$ cat config.mk
export PLATFORM = sky130hd
export DESIGN_NAME = pci_config_space_enumerator_top_flat
export DESIGN_NICKNAME = d
export VERILOG_FILES = /design/src/rtl/pcse_pkg.sv /design/src/rtl/pcse_req_if.sv /design/src/rtl/pcse_rsp_if.sv /design/src/rtl/pcse_walk.sv /design/src/rtl/pcse_rsp_fifo.sv /design/src/rtl/pci_config_space_enumerator_top.sv /design/src/flat_wrapper.sv
export SDC_FILE = /design/constraint.sdc
export NUM_CORES = 1
export LEC_CHECK = 0
export BUFFER_PORTS_ARGS = -buffer_cell sky130_fd_sc_hd__clkbuf_2
export CAP_MARGIN = 20
export CORE_ASPECT_RATIO = 1.2
export CORE_UTILIZATION = 50
export CTS_CLUSTER_DIAMETER = 150
export DETAILED_ROUTE_END_ITERATION = 10
export PLACE_DENSITY = 0.67
export SLEW_MARGIN = 20
export SYNTH_ARGS = -nofsm -noshare
export SYNTH_HDL_FRONTEND = slang
export SYNTH_SLANG_ARGS = --single-unit
$ cat constraint.sdc
create_clock -name clock -period 5 [get_ports clock]
set_clock_uncertainty 0.15 [all_clocks]
set_input_delay 0.5 -clock clock [delete_from_list [all_inputs] [get_ports clock]]
set_output_delay 0.5 -clock clock [all_outputs]
set_load 0.01 [all_outputs]
$ cat src/rtl/pcse_pkg.sv
// Shared types and constants for the PCI configuration space enumerator.
// No dependencies; pcse_walk, pcse_rsp_fifo and the top take names from here by scope.
package pcse_pkg;

   // result kinds
   localparam logic [1:0] KIND_READ   = 2'd0;
   localparam logic [1:0] KIND_REPORT = 2'd1;
   localparam logic [1:0] KIND_DONE   = 2'd2;
   localparam logic [1:0] KIND_ERROR  = 2'd3;

   // pending read phases
   localparam logic [2:0] PH_IDLE = 3'd0;
   localparam logic [2:0] PH_HDR  = 3'd1;
   localparam logic [2:0] PH_ID   = 3'd2;
   localparam logic [2:0] PH_REV  = 3'd3;
   localparam logic [2:0] PH_BASE = 3'd4;
   localparam logic [2:0] PH_IRQ  = 3'd5;
   localparam logic [2:0] PH_PIN  = 3'd6;

   // request command codes
   localparam logic CMD_START = 1'b0;
   localparam logic CMD_DATA  = 1'b1;

   // access sizes
   localparam logic SIZE_BYTE  = 1'b0;
   localparam logic SIZE_DWORD = 1'b1;

   // configuration header offsets
   localparam logic [7:0] REG_ID     = 8'h00;
   localparam logic [7:0] REG_REV    = 8'h08;
   localparam logic [7:0] REG_HDR    = 8'h0E;
   localparam logic [7:0] REG_BASE0  = 8'h10;
   localparam logic [7:0] REG_IRQ    = 8'h3C;
   localparam logic [7:0] REG_PIN    = 8'h3D;

   // field indexes
   localparam logic [3:0] FI_ID    = 4'd0;
   localparam logic [3:0] FI_REV   = 4'd1;
   localparam logic [3:0] FI_BASE0 = 4'd2;
   localparam logic [3:0] FI_IRQ   = 4'd8;
   localparam logic [3:0] FI_PIN   = 4'd9;

   localparam logic [8:0] BUS_LIMIT_RESET = 9'd8;
   localparam logic [8:0] BUS_LIMIT_MAX   = 9'd256;

   // result queue
   localparam int RSP_DEPTH = 4;
   localparam int RSP_PTR_W = 2;

   typedef struct packed {
      logic [8:0] scan_bus;
      logic [7:0] scan_devfn;
      logic [7:0] header_type;
      logic [2:0] pending_phase;
      logic [2:0] bar_slot;
   } walk_state_type;

   typedef struct packed {
      logic [1:0]  kind;
      logic [31:0] config_address;
      logic [1:0]  byte_lane;
      logic        access_size;
      logic [3:0]  field_index;
      logic [31:0] field_value;
      logic        last;
   } rsp_item_type;

endpackage

$ cat src/rtl/pcse_req_if.sv
// Request channel of the enumerator: valid/ready handshake plus payload.
// No dependencies.
interface pcse_req_if;
   logic        valid;
   logic        ready;
   logic        cmd;
   logic [31:0] read_data;
   logic        read_failed;

   modport source (output valid, cmd, read_data, read_failed, input ready);
   modport sink   (input valid, cmd, read_data, read_failed, output ready);
endinterface

$ cat src/rtl/pcse_rsp_if.sv
// Result channel of the enumerator: valid/ready handshake plus payload.
// No dependencies.
interface pcse_rsp_if;
   logic        valid;
   logic        ready;
   logic [1:0]  kind;
   logic [31:0] config_address;
   logic [1:0]  byte_lane;
   logic        access_size;
   logic [3:0]  field_index;
   logic [31:0] field_value;
   logic        last;

   modport source (output valid, kind, config_address, byte_lane, access_size,
                   field_index, field_value, last, input ready);
   modport sink   (input valid, kind, config_address, byte_lane, access_size,
                   field_index, field_value, last, output ready);
endinterface

$ cat src/rtl/pcse_walk.sv
// Combinational step of the scan walk: next state and up to two results.
// Depends on pcse_pkg.
module pcse_walk #(
   parameter int BASE_COUNT = 6
) (
   input  pcse_pkg::walk_state_type state_cur,
   input  logic                     cmd,
   input  logic [31:0]              read_data,
   input  logic                     read_failed,
   input  logic [8:0]               bus_limit,
   output pcse_pkg::walk_state_type state_nxt,
   output logic [1:0]               res_count,
   output pcse_pkg::rsp_item_type   res0,
   output pcse_pkg::rsp_item_type   res1
);

   localparam logic [3:0] BaseLimit = 4'(BASE_COUNT);

   function automatic logic [31:0] cfg_addr(input logic [8:0] bus,
                                            input logic [7:0] devfn,
                                            input logic [7:0] rg);
      cfg_addr = {1'b1, 7'd0, bus[7:0], devfn, rg[7:2], 2'b00};
   endfunction

   function automatic pcse_pkg::rsp_item_type mk_read(input logic [8:0] bus,
                                                      input logic [7:0] devfn,
                                                      input logic [7:0] rg,
                                                      input logic       size);
      pcse_pkg::rsp_item_type r;
      r.kind           = pcse_pkg::KIND_READ;
      r.config_address = cfg_addr(bus, devfn, rg);
      r.byte_lane      = size ? 2'd0 : rg[1:0];
      r.access_size    = size;
      r.field_index    = 4'd0;
      r.field_value    = 32'd0;
      r.last           = 1'b0;
      mk_read = r;
   endfunction

   function automatic pcse_pkg::rsp_item_type mk_report(input logic [8:0]  bus,
                                                        input logic [7:0]  devfn,
                                                        input logic [7:0]  rg,
                                                        input logic [1:0]  lane,
                                                        input logic        size,
                                                        input logic [3:0]  fi,
                                                        input logic [31:0] fv);
      pcse_pkg::rsp_item_type r;
      r.kind           = pcse_pkg::KIND_REPORT;
      r.config_address = cfg_addr(bus, devfn, rg);
      r.byte_lane      = lane;
      r.access_size    = size;
      r.field_index    = fi;
      r.field_value    = fv;
      r.last           = 1'b0;
      mk_report = r;
   endfunction

   function automatic pcse_pkg::rsp_item_type mk_status(input logic [1:0] kind);
      pcse_pkg::rsp_item_type r;
      r       = '0;
      r.kind  = kind;
      mk_status = r;
   endfunction

   logic [8:0]  eff_limit;
   logic [31:0] byte_val;
   logic [8:0]  nxt_raw;
   logic [8:0]  wrap_bus;
   logic        walk_done;
   logic [8:0]  walk_bus;
   logic [7:0]  walk_devfn;
   logic [2:0]  walk_phase;
   pcse_pkg::rsp_item_type walk_res;
   logic [2:0]  base_nxt;
   logic [7:0]  base_reg;
   logic [7:0]  base_reg_nxt;
   logic [3:0]  base_fi;

   assign eff_limit = (bus_limit > pcse_pkg::BUS_LIMIT_MAX) ? pcse_pkg::BUS_LIMIT_MAX
                                                            : bus_limit;
   assign byte_val  = {24'd0, read_data[7:0]};

   // next function, or next device when the device is single-function
   always_comb begin
      nxt_raw = state_cur.header_type[7] ? ({1'b0, state_cur.scan_devfn} + 9'd1)
                                         : ({1'b0, state_cur.scan_devfn | 8'h07} + 9'd1);
      wrap_bus = state_cur.scan_bus + 9'd1;
      walk_done  = 1'b0;
      walk_bus   = state_cur.scan_bus;
      walk_devfn = nxt_raw[7:0];
      walk_phase = pcse_pkg::PH_HDR;
      if (nxt_raw[8]) begin
         walk_bus   = wrap_bus;
         walk_devfn = 8'd0;
         walk_done  = (wrap_bus >= eff_limit);
      end
      if (walk_done) begin
         walk_phase = pcse_pkg::PH_IDLE;
         walk_res   = mk_status(pcse_pkg::KIND_DONE);
      end else if (walk_devfn[2:0] == 3'd0) begin
         walk_phase = pcse_pkg::PH_HDR;
         walk_res   = mk_read(walk_bus, walk_devfn, pcse_pkg::REG_HDR, pcse_pkg::SIZE_BYTE);
      end else begin
         walk_phase = pcse_pkg::PH_ID;
         walk_res   = mk_read(walk_bus, walk_devfn, pcse_pkg::REG_ID, pcse_pkg::SIZE_DWORD);
      end
   end

   assign base_nxt     = state_cur.bar_slot + 3'd1;
   assign base_reg     = pcse_pkg::REG_BASE0 + {3'd0, state_cur.bar_slot, 2'b00};
   assign base_reg_nxt = pcse_pkg::REG_BASE0 + {3'd0, base_nxt, 2'b00};
   assign base_fi      = pcse_pkg::FI_BASE0 + {1'b0, state_cur.bar_slot};

   always_comb begin
      state_nxt = state_cur;
      res_count = 2'd0;
      res0      = mk_status(pcse_pkg::KIND_DONE);
      res1      = mk_status(pcse_pkg::KIND_DONE);
      if (cmd == pcse_pkg::CMD_START) begin
         state_nxt.scan_bus    = 9'd0;
         state_nxt.scan_devfn  = 8'd0;
         state_nxt.header_type = 8'd0;
         state_nxt.bar_slot    = 3'd0;
         res_count = 2'd1;
         if (eff_limit == 9'd0) begin
            state_nxt.pending_phase = pcse_pkg::PH_IDLE;
            res0 = mk_status(pcse_pkg::KIND_DONE);
         end else begin
            state_nxt.pending_phase = pcse_pkg::PH_HDR;
            res0 = mk_read(9'd0, 8'd0, pcse_pkg::REG_HDR, pcse_pkg::SIZE_BYTE);
         end
      end else if (state_cur.pending_phase == pcse_pkg::PH_IDLE ||
                   state_cur.pending_phase > pcse_pkg::PH_PIN) begin
         res_count = 2'd0;
      end else if (read_failed) begin
         state_nxt.pending_phase = pcse_pkg::PH_IDLE;
         res_count = 2'd1;
         res0 = mk_status(pcse_pkg::KIND_ERROR);
      end else begin
         case (state_cur.pending_phase)
            pcse_pkg::PH_HDR: begin
               state_nxt.header_type   = read_data[7:0];
               state_nxt.pending_phase = pcse_pkg::PH_ID;
               res_count = 2'd1;
               res0 = mk_read(state_cur.scan_bus, state_cur.scan_devfn,
                              pcse_pkg::REG_ID, pcse_pkg::SIZE_DWORD);
            end
            pcse_pkg::PH_ID: begin
               if (read_data != 32'hFFFF_FFFF && read_data != 32'd0) begin
                  state_nxt.pending_phase = pcse_pkg::PH_REV;
                  res_count = 2'd2;
                  res0 = mk_report(state_cur.scan_bus, state_cur.scan_devfn,
                                   pcse_pkg::REG_ID, 2'd0, pcse_pkg::SIZE_DWORD,
                                   pcse_pkg::FI_ID, read_data);
                  res1 = mk_read(state_cur.scan_bus, state_cur.scan_devfn,
                                 pcse_pkg::REG_REV, pcse_pkg::SIZE_BYTE);
               end else begin
                  state_nxt.scan_bus      = walk_bus;
                  state_nxt.scan_devfn    = walk_devfn;
                  state_nxt.pending_phase = walk_phase;
                  res_count = 2'd1;
                  res0 = walk_res;
               end
            end
            pcse_pkg::PH_REV: begin
               state_nxt.bar_slot      = 3'd0;
               state_nxt.pending_phase = pcse_pkg::PH_BASE;
               res_count = 2'd2;
               res0 = mk_report(state_cur.scan_bus, state_cur.scan_devfn,
                                pcse_pkg::REG_REV, 2'd0, pcse_pkg::SIZE_BYTE,
                                pcse_pkg::FI_REV, byte_val);
               res1 = mk_read(state_cur.scan_bus, state_cur.scan_devfn,
                              pcse_pkg::REG_BASE0, pcse_pkg::SIZE_DWORD);
            end
            pcse_pkg::PH_BASE: begin
               state_nxt.bar_slot = base_nxt;
               res_count = 2'd2;
               res0 = mk_report(state_cur.scan_bus, state_cur.scan_devfn, base_reg, 2'd0,
                                pcse_pkg::SIZE_DWORD, base_fi, read_data);
               if ({1'b0, base_nxt} < BaseLimit) begin
                  state_nxt.pending_phase = pcse_pkg::PH_BASE;
                  res1 = mk_read(state_cur.scan_bus, state_cur.scan_devfn,
                                 base_reg_nxt, pcse_pkg::SIZE_DWORD);
               end else begin
                  state_nxt.pending_phase = pcse_pkg::PH_IRQ;
                  res1 = mk_read(state_cur.scan_bus, state_cur.scan_devfn,
                                 pcse_pkg::REG_IRQ, pcse_pkg::SIZE_BYTE);
               end
            end
            pcse_pkg::PH_IRQ: begin
               state_nxt.pending_phase = pcse_pkg::PH_PIN;
               res_count = 2'd2;
               res0 = mk_report(state_cur.scan_bus, state_cur.scan_devfn,
                                pcse_pkg::REG_IRQ, 2'd0, pcse_pkg::SIZE_BYTE,
                                pcse_pkg::FI_IRQ, byte_val);
               res1 = mk_read(state_cur.scan_bus, state_cur.scan_devfn,
                              pcse_pkg::REG_PIN, pcse_pkg::SIZE_BYTE);
            end
            pcse_pkg::PH_PIN: begin
               state_nxt.scan_bus      = walk_bus;
               state_nxt.scan_devfn    = walk_devfn;
               state_nxt.pending_phase = walk_phase;
               res_count = 2'd2;
               res0 = mk_report(state_cur.scan_bus, state_cur.scan_devfn,
                                pcse_pkg::REG_PIN, 2'd1, pcse_pkg::SIZE_BYTE,
                                pcse_pkg::FI_PIN, byte_val);
               res1 = walk_res;
            end
            default: begin
               res_count = 2'd0;
            end
         endcase
      end
      // mark the final result of this request
      if (res_count == 2'd1) begin
         res0.last = 1'b1;
      end else if (res_count == 2'd2) begin
         res1.last = 1'b1;
      end
   end

endmodule

$ cat src/rtl/pcse_rsp_fifo.sv
// Four-entry result queue taking up to two results per cycle, one out while rsp_chan.ready is high.
// Depends on pcse_pkg and pcse_rsp_if.
module pcse_rsp_fifo (
   input  logic                   clock,
   input  logic                   reset,
   input  logic [1:0]             push_count,
   input  pcse_pkg::rsp_item_type push0,
   input  pcse_pkg::rsp_item_type push1,
   output logic                   has_room,
   pcse_rsp_if.source             rsp_chan
);

   localparam int CntW = pcse_pkg::RSP_PTR_W + 1;

   pcse_pkg::rsp_item_type mem_ff [pcse_pkg::RSP_DEPTH];
   logic [pcse_pkg::RSP_PTR_W-1:0] wr_ptr_ff, wr_ptr_in;
   logic [pcse_pkg::RSP_PTR_W-1:0] rd_ptr_ff, rd_ptr_in;
   logic [CntW-1:0]                count_ff, count_in;
   logic                           pop;
   logic [pcse_pkg::RSP_PTR_W-1:0] wr_ptr_p1;
   pcse_pkg::rsp_item_type         head;

   assign pop       = rsp_chan.valid && rsp_chan.ready;
   assign has_room  = (count_ff <= CntW'(pcse_pkg::RSP_DEPTH - 2));
   assign wr_ptr_p1 = wr_ptr_ff + pcse_pkg::RSP_PTR_W'(1);
   assign wr_ptr_in = wr_ptr_ff + push_count[pcse_pkg::RSP_PTR_W-1:0];
   assign rd_ptr_in = rd_ptr_ff + {{(pcse_pkg::RSP_PTR_W-1){1'b0}}, pop};
   assign count_in  = count_ff + CntW'(push_count) - CntW'(pop);

   always_ff @(posedge clock) begin
      if (reset) begin
         wr_ptr_ff <= '0;
         rd_ptr_ff <= '0;
         count_ff  <= '0;
      end else begin
         wr_ptr_ff <= wr_ptr_in;
         rd_ptr_ff <= rd_ptr_in;
         count_ff  <= count_in;
      end
   end

   always_ff @(posedge clock) begin
      if (push_count != 2'd0) begin
         mem_ff[wr_ptr_ff] <= push0;
      end
      if (push_count == 2'd2) begin
         mem_ff[wr_ptr_p1] <= push1;
      end
   end

   assign head                    = mem_ff[rd_ptr_ff];
   assign rsp_chan.valid          = (count_ff != '0);
   assign rsp_chan.kind           = head.kind;
   assign rsp_chan.config_address = head.config_address;
   assign rsp_chan.byte_lane      = head.byte_lane;
   assign rsp_chan.access_size    = head.access_size;
   assign rsp_chan.field_index    = head.field_index;
   assign rsp_chan.field_value    = head.field_value;
   assign rsp_chan.last           = head.last;

endmodule

$ cat src/rtl/pci_config_space_enumerator_top.sv
// Top level of the PCI configuration space enumerator.
// Depends on pcse_pkg, pcse_req_if, pcse_rsp_if, pcse_walk, pcse_rsp_fifo.
//
// Usage:
//   req_chan  - requests in. cmd 0 starts a scan (abandoning any scan in
//               flight); cmd 1 returns the datum, or a failure flag, for the
//               read last issued. Data with no read pending is dropped.
//   rsp_chan  - results out: read requests (mechanism-1 address, lane, size),
//               device field reports, scan done, scan error. last marks the
//               final result caused by a request; a request gives 0, 1 or 2.
//   csr_wr_en / csr_wr_data - bus_limit, number of buses walked (above 256
//               acts as 256). Write only while the block is idle.
// Results of an accepted request are registered in the result queue before they show on rsp_chan.
// Throughput: one request per cycle while req_chan.ready is high; the walk step,
//   including skipping the unused functions of a single-function device, is one
//   pass of logic. Output bandwidth is one result per cycle, so a stream of
//   two-result requests is held back by req_chan.ready.
// Stall: results sit in a four-entry queue; req_chan.ready drops while
//   fewer than two entries are free, so nothing is lost when rsp stalls.
// Reset: queue emptied, walk idle, bus_limit back to 8.
module pci_config_space_enumerator_top #(
   parameter int BASE_COUNT = 6
) (
   input  logic       clock,
   input  logic       reset,
   pcse_req_if.sink   req_chan,
   pcse_rsp_if.source rsp_chan,
   input  logic       csr_wr_en,
   input  logic [8:0] csr_wr_data
);

   // walk state and limit register
   pcse_pkg::walk_state_type state_ff, state_in;
   logic [8:0]               bus_limit_ff;

   pcse_pkg::walk_state_type step_state;
   logic [1:0]               step_count;
   pcse_pkg::rsp_item_type   step_res0;
   pcse_pkg::rsp_item_type   step_res1;
   logic                     has_room;
   logic                     accept;

   assign req_chan.ready = has_room;
   assign accept         = req_chan.valid && req_chan.ready;

   pcse_walk #(
      .BASE_COUNT (BASE_COUNT)
   ) u_walk (
      .state_cur   (state_ff),
      .cmd         (req_chan.cmd),
      .read_data   (req_chan.read_data),
      .read_failed (req_chan.read_failed),
      .bus_limit   (bus_limit_ff),
      .state_nxt   (step_state),
      .res_count   (step_count),
      .res0        (step_res0),
      .res1        (step_res1)
   );

   // state advances only on an accepted request
   assign state_in = accept ? step_state : state_ff;

   always_ff @(posedge clock) begin
      if (reset) begin
         state_ff.scan_bus      <= '0;
         state_ff.scan_devfn    <= '0;
         state_ff.header_type   <= '0;
         state_ff.pending_phase <= pcse_pkg::PH_IDLE;
         state_ff.bar_slot      <= '0;
         bus_limit_ff           <= pcse_pkg::BUS_LIMIT_RESET;
      end else begin
         state_ff <= state_in;
         if (csr_wr_en) begin
            bus_limit_ff <= csr_wr_data;
         end
      end
   end

   pcse_rsp_fifo u_rsp_fifo (
      .clock      (clock),
      .reset      (reset),
      .push_count (accept ? step_count : 2'd0),
      .push0      (step_res0),
      .push1      (step_res1),
      .has_room   (has_room),
      .rsp_chan   (rsp_chan)
   );

endmodule
$ cat src/flat_wrapper.sv
// flat-port wrapper written by rule: the top's interface ports become plain ports
module pci_config_space_enumerator_top_flat 
#(
   parameter int BASE_COUNT = 6
)
  (clock, reset, csr_wr_en, csr_wr_data, req_chan_valid, req_chan_cmd, req_chan_read_data, req_chan_read_failed, req_chan_ready, rsp_chan_valid, rsp_chan_kind, rsp_chan_config_address, rsp_chan_byte_lane, rsp_chan_access_size, rsp_chan_field_index, rsp_chan_field_value, rsp_chan_last, rsp_chan_ready);
  pcse_req_if req_chan_i ();
  pcse_rsp_if rsp_chan_i ();
  input  logic clock;
  input  logic reset;
  input  logic csr_wr_en;
  input  logic [8:0] csr_wr_data;
  input wire logic [$bits(req_chan_i.valid)-1:0] req_chan_valid;
  input wire logic [$bits(req_chan_i.cmd)-1:0] req_chan_cmd;
  input wire logic [$bits(req_chan_i.read_data)-1:0] req_chan_read_data;
  input wire logic [$bits(req_chan_i.read_failed)-1:0] req_chan_read_failed;
  output wire logic [$bits(req_chan_i.ready)-1:0] req_chan_ready;
  output wire logic [$bits(rsp_chan_i.valid)-1:0] rsp_chan_valid;
  output wire logic [$bits(rsp_chan_i.kind)-1:0] rsp_chan_kind;
  output wire logic [$bits(rsp_chan_i.config_address)-1:0] rsp_chan_config_address;
  output wire logic [$bits(rsp_chan_i.byte_lane)-1:0] rsp_chan_byte_lane;
  output wire logic [$bits(rsp_chan_i.access_size)-1:0] rsp_chan_access_size;
  output wire logic [$bits(rsp_chan_i.field_index)-1:0] rsp_chan_field_index;
  output wire logic [$bits(rsp_chan_i.field_value)-1:0] rsp_chan_field_value;
  output wire logic [$bits(rsp_chan_i.last)-1:0] rsp_chan_last;
  input wire logic [$bits(rsp_chan_i.ready)-1:0] rsp_chan_ready;
  assign req_chan_i.valid = req_chan_valid;
  assign req_chan_i.cmd = req_chan_cmd;
  assign req_chan_i.read_data = req_chan_read_data;
  assign req_chan_i.read_failed = req_chan_read_failed;
  assign req_chan_ready = req_chan_i.ready;
  assign rsp_chan_valid = rsp_chan_i.valid;
  assign rsp_chan_kind = rsp_chan_i.kind;
  assign rsp_chan_config_address = rsp_chan_i.config_address;
  assign rsp_chan_byte_lane = rsp_chan_i.byte_lane;
  assign rsp_chan_access_size = rsp_chan_i.access_size;
  assign rsp_chan_field_index = rsp_chan_i.field_index;
  assign rsp_chan_field_value = rsp_chan_i.field_value;
  assign rsp_chan_last = rsp_chan_i.last;
  assign rsp_chan_i.ready = rsp_chan_ready;
  pci_config_space_enumerator_top #(.BASE_COUNT(BASE_COUNT)) u_core (.clock(clock), .reset(reset), .req_chan(req_chan_i), .rsp_chan(rsp_chan_i), .csr_wr_en(csr_wr_en), .csr_wr_data(csr_wr_data));
endmodule
==> results.md, run 1 <==
* Outcome: finished clean
* Starting Density at between 50% and 60%
* Grt total ovfl at 0
* Fin nets at 1671
* Syn avg cell area at approximately 9.4 µm²
* Post-synthesis register bit count at 292
* Reg2reg end: u_core.u_rsp_fifo.mem_ff[3][42]
* R2R depth at 14
* Initial DRC count at 1242
* Yosys top cell by area: dfxtp_1
* Ant diodes at 0
* CTS HTree Levels at 1
* Area of the core at 28800 µm²
* Most area-consuming cells after synthesis: dfxtp_1, edfxtp_1, mux4_2
* Clock-pin slew on the worst setup and hold paths at roughly 60 ps
* Layout filler cell count at between 2000 and 3000
* TNS Setup at 0 ps
* Total Die Area at approximately 30000 µm²
* CTS tree: yes
* YS warnings at 0
* Area share of the largest cell type after synthesis at approximately 26%
* CTS buffer count at 30
* RSZ-0062 raised after global routing: no
* Min cycle time layout at 4430 ps
* Setup bufs post-CTS at 0
* PD cells at 368 nW/µm²
* Leakage at ~5.6 nW
* CP Launch Type: flip-flop
* Die W at 158 µm
* CTS resizes at 0
* Drc violations at 0
* Maximum vdd drop at about 0.22 mV
* Synth Flop Type: dfxtp_1
* DR vias/cell at 6.34
* Netlist area before placement at 14600 µm²
* CTS Buffer Depth at 3
* Max Clk Rate at 226 MHz
* Rows at between 60 and 70
* Setup violations, final at 0
* Yosys cell types at 76
* Clock root cell: clkbuf_16
* Register-to-register setup slack at 570 ps
* Number of global-route vias before repair at 12300
* Kind of critical path: reg2reg
* Top cell types by occurrence after synthesis: nand2_1, a21oi_1, dfxtp_1
* Max-cap violations at 0
* Cells after Synth at 1557
* Drt total wl at 43400 µm
* Sequential fraction of the synthesis area at 47.0%
* Slew Viols, Final at 0
* Pre-Repair DR Iteration Count at 7
* Worst endpoint required time at 5260 ps
* TritonCTS Sinks at 292
* Hold Crit Depth at 3
* All-Layer GR Usage at 28.8%
* Worst hold path class: in2reg
* I/O Pins at 124
* First-pass GRT wire length at 67200 µm
* IO buf count at 112
* Largest net degree at the start of global routing at 97
* Via Count at 12800
* Worst R2R Start: u_core.state_ff[22]
* Share of cells above drive strength 1 at 18.1%
* Synth-to-layout area growth at 13.2%
* Die Height at 189 µm
* WHS at 28.9 ps
* Arrival @ worst endpoint at 4690 ps
* Hold path startpoint: csr_wr_data[1]
* Top-count cell post-synth: nand2_1
* Dpl ws at between 600 and 700 ps
* Final hold vios at 0
* Initial antenna violation count at 0
* CP max FO at 13
* HPWL after detailed placement at about 26000 µm
* CP Capture Type: flip-flop
* Asr flop ratio synth at 0%
* Number of synthesized flops with an enable pin at 104
* Placer Congestion at ~0.91
* Final worst slack at 569 ps
* Wire per inst at around 22 µm
* Post-route ant nets at 0
* Hold Buf Count CTS at 1
* Clock Latency Late Sink at 570 ps
* Worst-Margin Slew at about 1000 ps
* Hold path endpoint: u_core.bus_limit_ff[1]
* Slew margin rel. at about 31%
* Final Cycle Share at 88.6%
==> layout make-up <==
cell class | instances | area [µm²] | share of cell area (%)
clock buffer | 37 | 860 | 5.18
clock inverter | 19 | 255 | 1.54
inverter | 14 | 52.6 | 0.317
multi-input combinational | 1117 | 7200 | 43.4
sequential | 292 | 6890 | 41.6
tap | 385 | 482 | 2.90
timing repair buffer | 148 | 846 | 5.10
==> cells by family after synthesis <==
logic type / Yosys count / share of synthesized area (%)
buffers and inverters: 158 / 4.52
XOR/XNOR: 19 / 1.14
other: 1 / 0.0256
adder cells (fa/ha/maj): 20 / 1.76
AND/OR/NAND/NOR: 584 / 18.4
multiplexers: 71 / 10.2
AO/OA/AOI/OAI: 412 / 16.9
flip-flops: 292 / 47.0
==> flip-flops by register name (all words and copies together) (netlist names) <==
signal,flops
u_core.u_rsp_fifo.rd_ptr_ff,2
u_core.u_rsp_fifo.count_ff,3
u_core.state_ff,24
u_core.bus_limit_ff,9
u_core.u_rsp_fifo.wr_ptr_ff,2
u_core.u_rsp_fifo.mem_ff,252
==> worst max path at each step <==
stage / startpoint / end / slack, ps / cells past startpoint
floorplan: u_core.state_ff[22] / u_core.u_rsp_fifo.mem_ff[3][42] / 1320 / 13
CTS: u_core.state_ff[22] / u_core.u_rsp_fifo.mem_ff[3][42] / 640 / 14
finish: u_core.state_ff[22] / u_core.u_rsp_fifo.mem_ff[3][42] / 570 / 14
detailed placement: u_core.state_ff[22] / u_core.u_rsp_fifo.mem_ff[3][42] / 700 / 14
global route: u_core.state_ff[22] / u_core.u_rsp_fifo.mem_ff[0][42] / 290 / 14
global placement: u_core.state_ff[22] / u_core.u_rsp_fifo.mem_ff[0][42] / 820 / 14
==> layout by cell type (no fill, tap or decap), types with 7 or more instances in the layout <==
| cell | Yosys | routed |
|---|---|---|
| nor4_1 | 11 | 11 |
| a221o_1 | 10 | 10 |
| edfxtp_1 | 104 | 104 |
| a21oi_1 | 203 | 203 |
| nor2_1 | 98 | 92 |
| ha_1 | 19 | 19 |
| clkbuf_16 | 0 | 32 |
| dfxtp_1 | 188 | 186 |
| inv_1 | 13 | 13 |
| nand2b_1 | 8 | 8 |
| mux4_2 | 63 | 63 |
| buf_4 | 11 | 34 |
| nor2b_1 | 14 | 14 |
| a32oi_1 | 7 | 7 |
| clkbuf_2 | 1 | 112 |
| nand2_1 | 221 | 218 |
| xor2_1 | 7 | 7 |
| nor3_1 | 17 | 15 |
| o22ai_1 | 81 | 81 |
| xnor2_1 | 12 | 12 |
| mux2i_1 | 8 | 8 |
| and2_1 | 9 | 9 |
| nand3_1 | 154 | 153 |
| o21ai_0 | 37 | 37 |
| nand4_1 | 16 | 16 |
| a22oi_1 | 12 | 12 |
| or3_1 | 9 | 9 |
| conb_1 | 1 | 11 |
==> worst max-delay path, stage by stage (launching register included) <==
cell and delay [ps]:
dfxtp_1 490, ha_1 330, nand3_1 240, nor2_1 320, and3_1 230, xor2_1 190, ha_1 300, nand4_1 110
nor2_1 60, a21oi_1 390, a21oi_1 130, buf_4 220, or4b_2 760, and2_1 230, o22ai_1 140
==> metrics by stage <==
step / power [mW] / instance area, µm² / cells / utilization (%)
2_1_floorplan: 3.29 / 14700 / 1567 / -
3_3_place_gp: 3.65 / 15500 / 1955 / 53.8
3_5_place_dp: 3.66 / 15500 / 1955 / 53.8
4_1_cts: 6.13 / 16600 / 2012 / 57.7
5_1_grt: 6.29 / 16600 / 2012 / 57.7
6_report: 6.10 / 16600 / 2012 / 57.7
==> where the power goes <==
group	internal, mW	leakage [nW]	total [mW]	switching, mW
sequential	2.53	2.47	2.64	0.108
clock	1.53	0.543	2.50	0.969
combinational	0.395	2.63	0.969	0.575
==> layer usage <==
metal | GRT usage, % | wire length, µm | vias to the layer above
li1 | - | - | 5850
met1 | 35.8 | 16700 | 6176
met2 | 49.8 | 21900 | 624
met3 | 3.75 | 3300 | 112
met4 | 12.2 | 1490 | 0
met5 | 0 | 0 | -
Note: power is estimated with default switching activity, not from simulation.
==> run 2, diff against run 1 <==
==> constraint.sdc (replaced) <==
create_clock -name clock -period 4.7 [get_ports clock]
set_clock_uncertainty 0.15 [all_clocks]
set_input_delay 0.47 -clock clock [delete_from_list [all_inputs] [get_ports clock]]
set_output_delay 0.47 -clock clock [all_outputs]
set_load 0.01 [all_outputs]
==> run 2 against run 1 <==
  * Via count about the same
  * Critical endpoint unchanged
  * Fmax rose by 2.2%
  * Worst setup slack worse by 210 ps
==> results.md, run 2 (synthesized netlist as in run 1, its figures left out) <==
* Outcome: finished clean
* Kind of critical path: reg2reg
* CTS resizes at 0
* RSZ-0062 raised after global routing: no
* Number of global-route vias before repair at 12300
* Worst-Margin Slew at 1050 ps
* HPWL after detailed placement at between 20000 and 30000 µm
* Hold path startpoint: csr_wr_data[6]
* CP Launch Type: flip-flop
* Post-route ant nets at 0
* Die Height at 189 µm
* I/O Pins at 124
* Min cycle time layout at 4340 ps
* Placer Congestion at approximately 0.91
* Max Clk Rate at 231 MHz
* Finished Core Util at 57.4%
* Worst R2R Start: u_core.state_ff[22]
* First-pass GRT wire length at 67800 µm
* Starting Density at about half
* Initial DRC count at between 1000 and 1500
* Pre-Repair DR Iteration Count at 5
* Max reg flops at about 250
* Slew margin rel. at 29.3%
* Final hold vios at 0
* Fin nets at 1678
* Area of the core at 28800 µm²
* Slew Viols, Final at 0
* Clock root cell: clkbuf_16
* Seq pwr share at 45.7%
* Drc violations at 0
* Clk pwr share at 37.5%
* CP max FO at 13
* CTS Buffer Depth at 3
* Largest regs: u_core.u_rsp_fifo.mem_ff (252), u_core.state_ff (24), u_core.bus_limit_ff (9)
* Int Power at 4.45 mW
* All-Layer GR Usage at 29.2%
* Most frequent cells in the layout: nand2_1, a21oi_1, dfxtp_1, nand3_1, clkbuf_2
* Setup violations, final at 0
* Initial antenna violation count at 0
* DR vias/cell at 6.33
* Comb pwr share at between 15 and 20%
* Via Count at 12800
* CTS tree: yes
* Ant diodes at 0
* R2R depth at 14
* Biggest register: u_core.u_rsp_fifo.mem_ff
* Rows at 68
* Wire per inst at 21.8 µm
* Clock Latency Late Sink at 560 ps
* Leakage at 5.61 nW
* Grt total ovfl at 0
* Clock-pin slew on the worst setup and hold paths at 60 ps
* Hold path endpoint: u_core.bus_limit_ff[6]
* Max-cap violations at 0
* TritonCTS Sinks at about 300
* Arrival @ worst endpoint at 4580 ps
* Final Cycle Share at 92.3%
* Reg2reg end: u_core.u_rsp_fifo.mem_ff[3][42]
* Setup bufs post-CTS at 0
* Maximum vdd drop at roughly 0.25 mV
* CP Capture Type: flip-flop
* Die W at 158 µm
* Worst hold path class: in2reg
* CTS HTree Levels at 1
* Register-to-register setup slack at 360 ps
* Synth-to-layout area growth at 12.7%
* CTS buffer count at 30
* Drt total wl at approximately 44000 µm
* TNS Setup at 0 ps
* Largest net degree at the start of global routing at 97
* Switch Pwr at 1.70 mW
* Worst endpoint required time at 4940 ps
* Share of cells above drive strength 1 at between 15 and 20%
* Switching share of power at 27.7%
* PD cells at around 370 nW/µm²
* IO buf count at roughly 110
* Total Die Area at 30000 µm²
* Hold Crit Depth at 3
* Leading cell type in the layout, fill and taps excluded: nand2_1
==> run 2: changes by cell type in the layout (fill, tap and decap cells not counted), sizes merged <==
cell	delta
clkbuf	+7
bufinv	-5
dlygate4sd3	+5
buf	+2
clkinvlp	-2
inv	-2
==> run 2: stage by stage <==
step	power, mW	setup slack [ps]	hold slack [ps]	instance area, µm²	std cells
after floorplan	3.50	1020	279	14700	1567
after global routing	6.37	75.7	4.53	16500	2017
after detailed placement	3.90	438	292	15500	1957
after global placement	3.89	554	285	15500	1957
final	6.16	362	14.6	16500	2017
after CTS	6.19	413	0.641	16500	2017
==> run 2: worst max-delay path: stages (launching register included) <==
cell	delay, ps
dfxtp_1	470
ha_1	310
nand3_1	220
nor2_1	290
and3_1	240
xor2_1	160
ha_1	290
nand4_1	110
nor2_1	60
a21oi_1	380
a21oi_1	130
buf_4	220
or4b_2	760
and2_1	220
o22ai_1	150
==> run 2: power groups by stage <==
| stage | Sequential, mW | Clock, mW | Combinational [mW] |
|---|---|---|---|
| 2_1_floorplan | 2.76 | 0 | 0.740 |
| 3_3_place_gp | 2.87 | 0 | 1.03 |
| 3_5_place_dp | 2.87 | 0 | 1.03 |
| 4_1_cts | 2.82 | 2.33 | 1.04 |
| 5_1_grt | 2.83 | 2.43 | 1.10 |
| 6_report | 2.81 | 2.31 | 1.03 |
==> run 2: repair_timing <==
item / 4_1_cts / 5_1_grt
hold endpoints to repair: 6 / 0
setup endpoints to repair: 0 / 0
hold buffers: 6 / 0
==> run 2: cell type report <==
type                    count  area [µm²]
flip-flops and latches    292        6890
inverters                  14        52.6
repair buffers            155         936
clock inverters            10        73.8
clock buffers              44         876
well taps                 385         482
multi-input cells        1117        7200
fillers                  2582       12200
==> run 2: worst max path at each step <==
stage / cells after the start / end / slack (ps) / startpoint
global route: 14 / u_core.u_rsp_fifo.mem_ff[2][42] / 80 / u_core.state_ff[22]
CTS: 14 / u_core.u_rsp_fifo.mem_ff[3][42] / 410 / u_core.state_ff[22]
detailed placement: 14 / u_core.u_rsp_fifo.mem_ff[3][42] / 440 / u_core.state_ff[22]
finish: 14 / u_core.u_rsp_fifo.mem_ff[3][42] / 360 / u_core.state_ff[22]
floorplan: 13 / u_core.u_rsp_fifo.mem_ff[3][42] / 1020 / u_core.state_ff[22]
global placement: 14 / u_core.u_rsp_fifo.mem_ff[0][42] / 550 / u_core.state_ff[22]
==> run 2: metal layers <==
| layer | wire, µm | vias to the layer above | GRT usage (%) |
|---|---|---|---|
| met5 | 0 | - | 0 |
| met4 | 1700 | 0 | 13.1 |
| met3 | 3470 | 125 | 3.87 |
| met2 | 22100 | 583 | 50.6 |
| met1 | 16600 | 6195 | 35.7 |
| li1 | - | 5864 | - |
==> run 3, diff against run 2 <==
--- a/config.mk
+++ b/config.mk
@@ -8,10 +8,10 @@
 export BUFFER_PORTS_ARGS = -buffer_cell sky130_fd_sc_hd__clkbuf_2
 export CAP_MARGIN = 20
 export CORE_ASPECT_RATIO = 1.2
-export CORE_UTILIZATION = 50
+export CORE_UTILIZATION = 46
 export CTS_CLUSTER_DIAMETER = 150
 export DETAILED_ROUTE_END_ITERATION = 10
-export PLACE_DENSITY = 0.67
+export PLACE_DENSITY = 0.62
 export SLEW_MARGIN = 20
 export SYNTH_ARGS = -nofsm -noshare
 export SYNTH_HDL_FRONTEND = slang
==> run 3 against run 2 <==
  * Combinational power down 4%
  * Wire length up 1.3%
  * Register-to-register slack worse by 70 ps
  * Critical path depth down 1
  * Fmax down 1.5%
  * Largest cell class unchanged
==> results.md, run 3 (synthesized netlist as in run 1, its figures left out) <==
* Worst endpoint required time at slightly below 5000 ps
* Synth-to-layout area growth at 13.0%
* WHS at 6.20 ps
* Clock root cell: clkbuf_16
* Reg2reg end: u_core.u_rsp_fifo.mem_ff[1][71]
* Final hold vios at 0
* Crit path to: u_core.u_rsp_fifo.mem_ff[1][71]
* Worst R2R Start: u_core.state_ff[22]
* Max-cap violations at 0
* Drc violations at 0
* CTS HTree Levels at 1
* Cell Area, Placed at around 16000 µm²
* Post-layout total power at 6.17 mW
* Arrival @ worst endpoint at 4550 ps
* Die Height at 197 µm
* All-Layer GR Usage at 27.3%
* RSZ-0062 raised after global routing: no
* Share of cells above drive strength 1 at 17.9%
* Outcome: finished clean
* Comb pwr share at 16.0%
* FF/Latch Area at slightly below 7000 µm²
* Int Power at 4.45 mW
* Clock Latency Late Sink at roughly 570 ps
* Rows at just over 70
* Kind of critical path: reg2reg
* Critical path launch point: u_core.state_ff[22]
* Largest delay share family, worst path: compound AO/OA/AOI/OAI gates
* Multi-input gate area at 7200 µm²
* IO buf count at roughly 110
* Leakage at 5.63 nW
* CTS Buffer Depth at 3
* TritonCTS Sinks at 292
* CP max FO at 8
* Initial DRC count at 1177
* CTS tree: yes
* Max Clk Rate at 227 MHz
* CP max stage delay at 730 ps
* Finished Core Util at 52.8%
* Switching share of power at 27.8%
* WP depth at 13
* DR vias/cell at 6.19
* Slew Viols, Final at 0
* Worst hold path class: in2reg
* Min cycle time layout at 4400 ps
* Wire per inst at 21.8 µm
* Clock-pin slew on the worst setup and hold paths at 60 ps
* Slew margin rel. at 30.7%
* Most frequent cells in the layout: nand2_1, a21oi_1, dfxtp_1, nand3_1, clkbuf_2
* Die W at 165 µm
* Initial antenna violation count at 1
* CP Capture Type: flip-flop
* CP Launch Type: flip-flop
* Layout filler cell count at 2896
* TNS Setup at 0 ps
* Largest net degree at the start of global routing at 97
* R2R depth at 13
* Via Count at 12600
* Area of the core at around 31000 µm²
* Total Die Area at 32600 µm²
* Biggest register: u_core.u_rsp_fifo.mem_ff
* Post-route ant nets at 0
* Starting Density at 46.7%
* Grt total ovfl at 0
* HPWL after detailed placement at 27600 µm
* CP max stage cell: a21oi_1
* Crit path cell chain: ha_1 > nand3_1 > nor2_1 > and3_1 > xor2_1 > ha_1 > nand4_1 > nor2_1 > a21oi_2 > a21oi_1 > nand2b_1 > a311oi_1 > o22ai_1
* Final Cycle Share at 93.7%
* Fin nets at 1685
* Seq pwr share at 46.3%
* Worst-Margin Slew at 1040 ps
* I/O Pins at around 120
* Register-to-register setup slack at 300 ps
* Setup violations, final at 0
* Number of global-route vias before repair at 12300
* Ant diodes at 0
* First-pass GRT wire length at between 60000 and 70000 µm
* Clk pwr share at 37.7%
* PD cells at roughly 370 nW/µm²
* Leading cell type in the layout, fill and taps excluded: nand2_1
* Buf/Inv on CP at 0
* Fin area at 16600 µm²
* Max reg flops at 252
* Setup bufs post-CTS at 0
* Switch Pwr at 1.72 mW
* CTS buffer count at 31
* Maximum vdd drop at 0.268 mV
* Placer Congestion at 0.890
* Largest regs: u_core.u_rsp_fifo.mem_ff (252), u_core.state_ff (24), u_core.bus_limit_ff (9)
* Pre-Repair DR Iteration Count at 6
* Drt total wl at 44500 µm
[run 3: final cells by class]
type | count | share of cell area, %
clock buffer | 46 | 5.31
clock inverter | 8 | 0.401
inverter | 14 | 0.317
multi-input combinational | 1117 | 43.5
sequential | 292 | 41.6
tap | 401 | 3.03
timing repair buffer | 161 | 5.80
[run 3: timing repair]
| item | CTS | global route |
|---|---|---|
| hold endpoints to repair | 8 | 0 |
| gates resized for setup | 0 | 1 |
| hold buffers | 8 | 0 |
| setup endpoints to repair | 0 | 13 |
[run 3: how the worst min path moves through the flow]
stage	slack, ps	cells past startpoint	to	start
4_1_cts	1	3	u_core.bus_limit_ff[1]	csr_wr_data[1]
2_1_floorplan	280	2	u_core.u_rsp_fifo.mem_ff[2][10]	u_core.u_rsp_fifo.mem_ff[2][10]
3_5_place_dp	290	2	u_core.u_rsp_fifo.mem_ff[1][25]	u_core.u_rsp_fifo.mem_ff[1][25]
6_report	6	3	u_core.bus_limit_ff[1]	csr_wr_data[1]
5_1_grt	30	3	u_core.bus_limit_ff[1]	csr_wr_data[1]
3_3_place_gp	280	2	u_core.u_rsp_fifo.mem_ff[1][10]	u_core.u_rsp_fifo.mem_ff[1][10]
[run 3: metal layers]
metal / vias up / part of all wire (%) / track usage, %
met5: - / 0.029 / 0
met4: 2 / 2.6 / 8.83
met3: 96 / 6.9 / 3.91
met2: 527 / 51 / 48.2
met1: 6132 / 40 / 34.1
li1: 5872 / - / -
[run 3: stage by stage]
step	setup slack (ps)	instances
2_1_floorplan	1020	1567
3_3_place_gp	459	1977
3_5_place_dp	313	1977
4_1_cts	280	2039
5_1_grt	4.07	2039
6_report	297	2039
[run 3: power by group through the flow]
stage / sequential [mW] / combinational, mW / clock, mW
final: 2.85 / 0.988 / 2.33
after global routing: 2.88 / 1.06 / 2.45
after CTS: 2.86 / 0.999 / 2.35
after detailed placement: 2.91 / 0.990 / 0
after global placement: 2.91 / 0.985 / 0
after floorplan: 2.76 / 0.740 / 0
[run 3: tightest hold or removal path, delay by kind of cell]
kind	cells	cell delay, ps
mux	1	60
simple gates	1	80
buf+inv	1	80
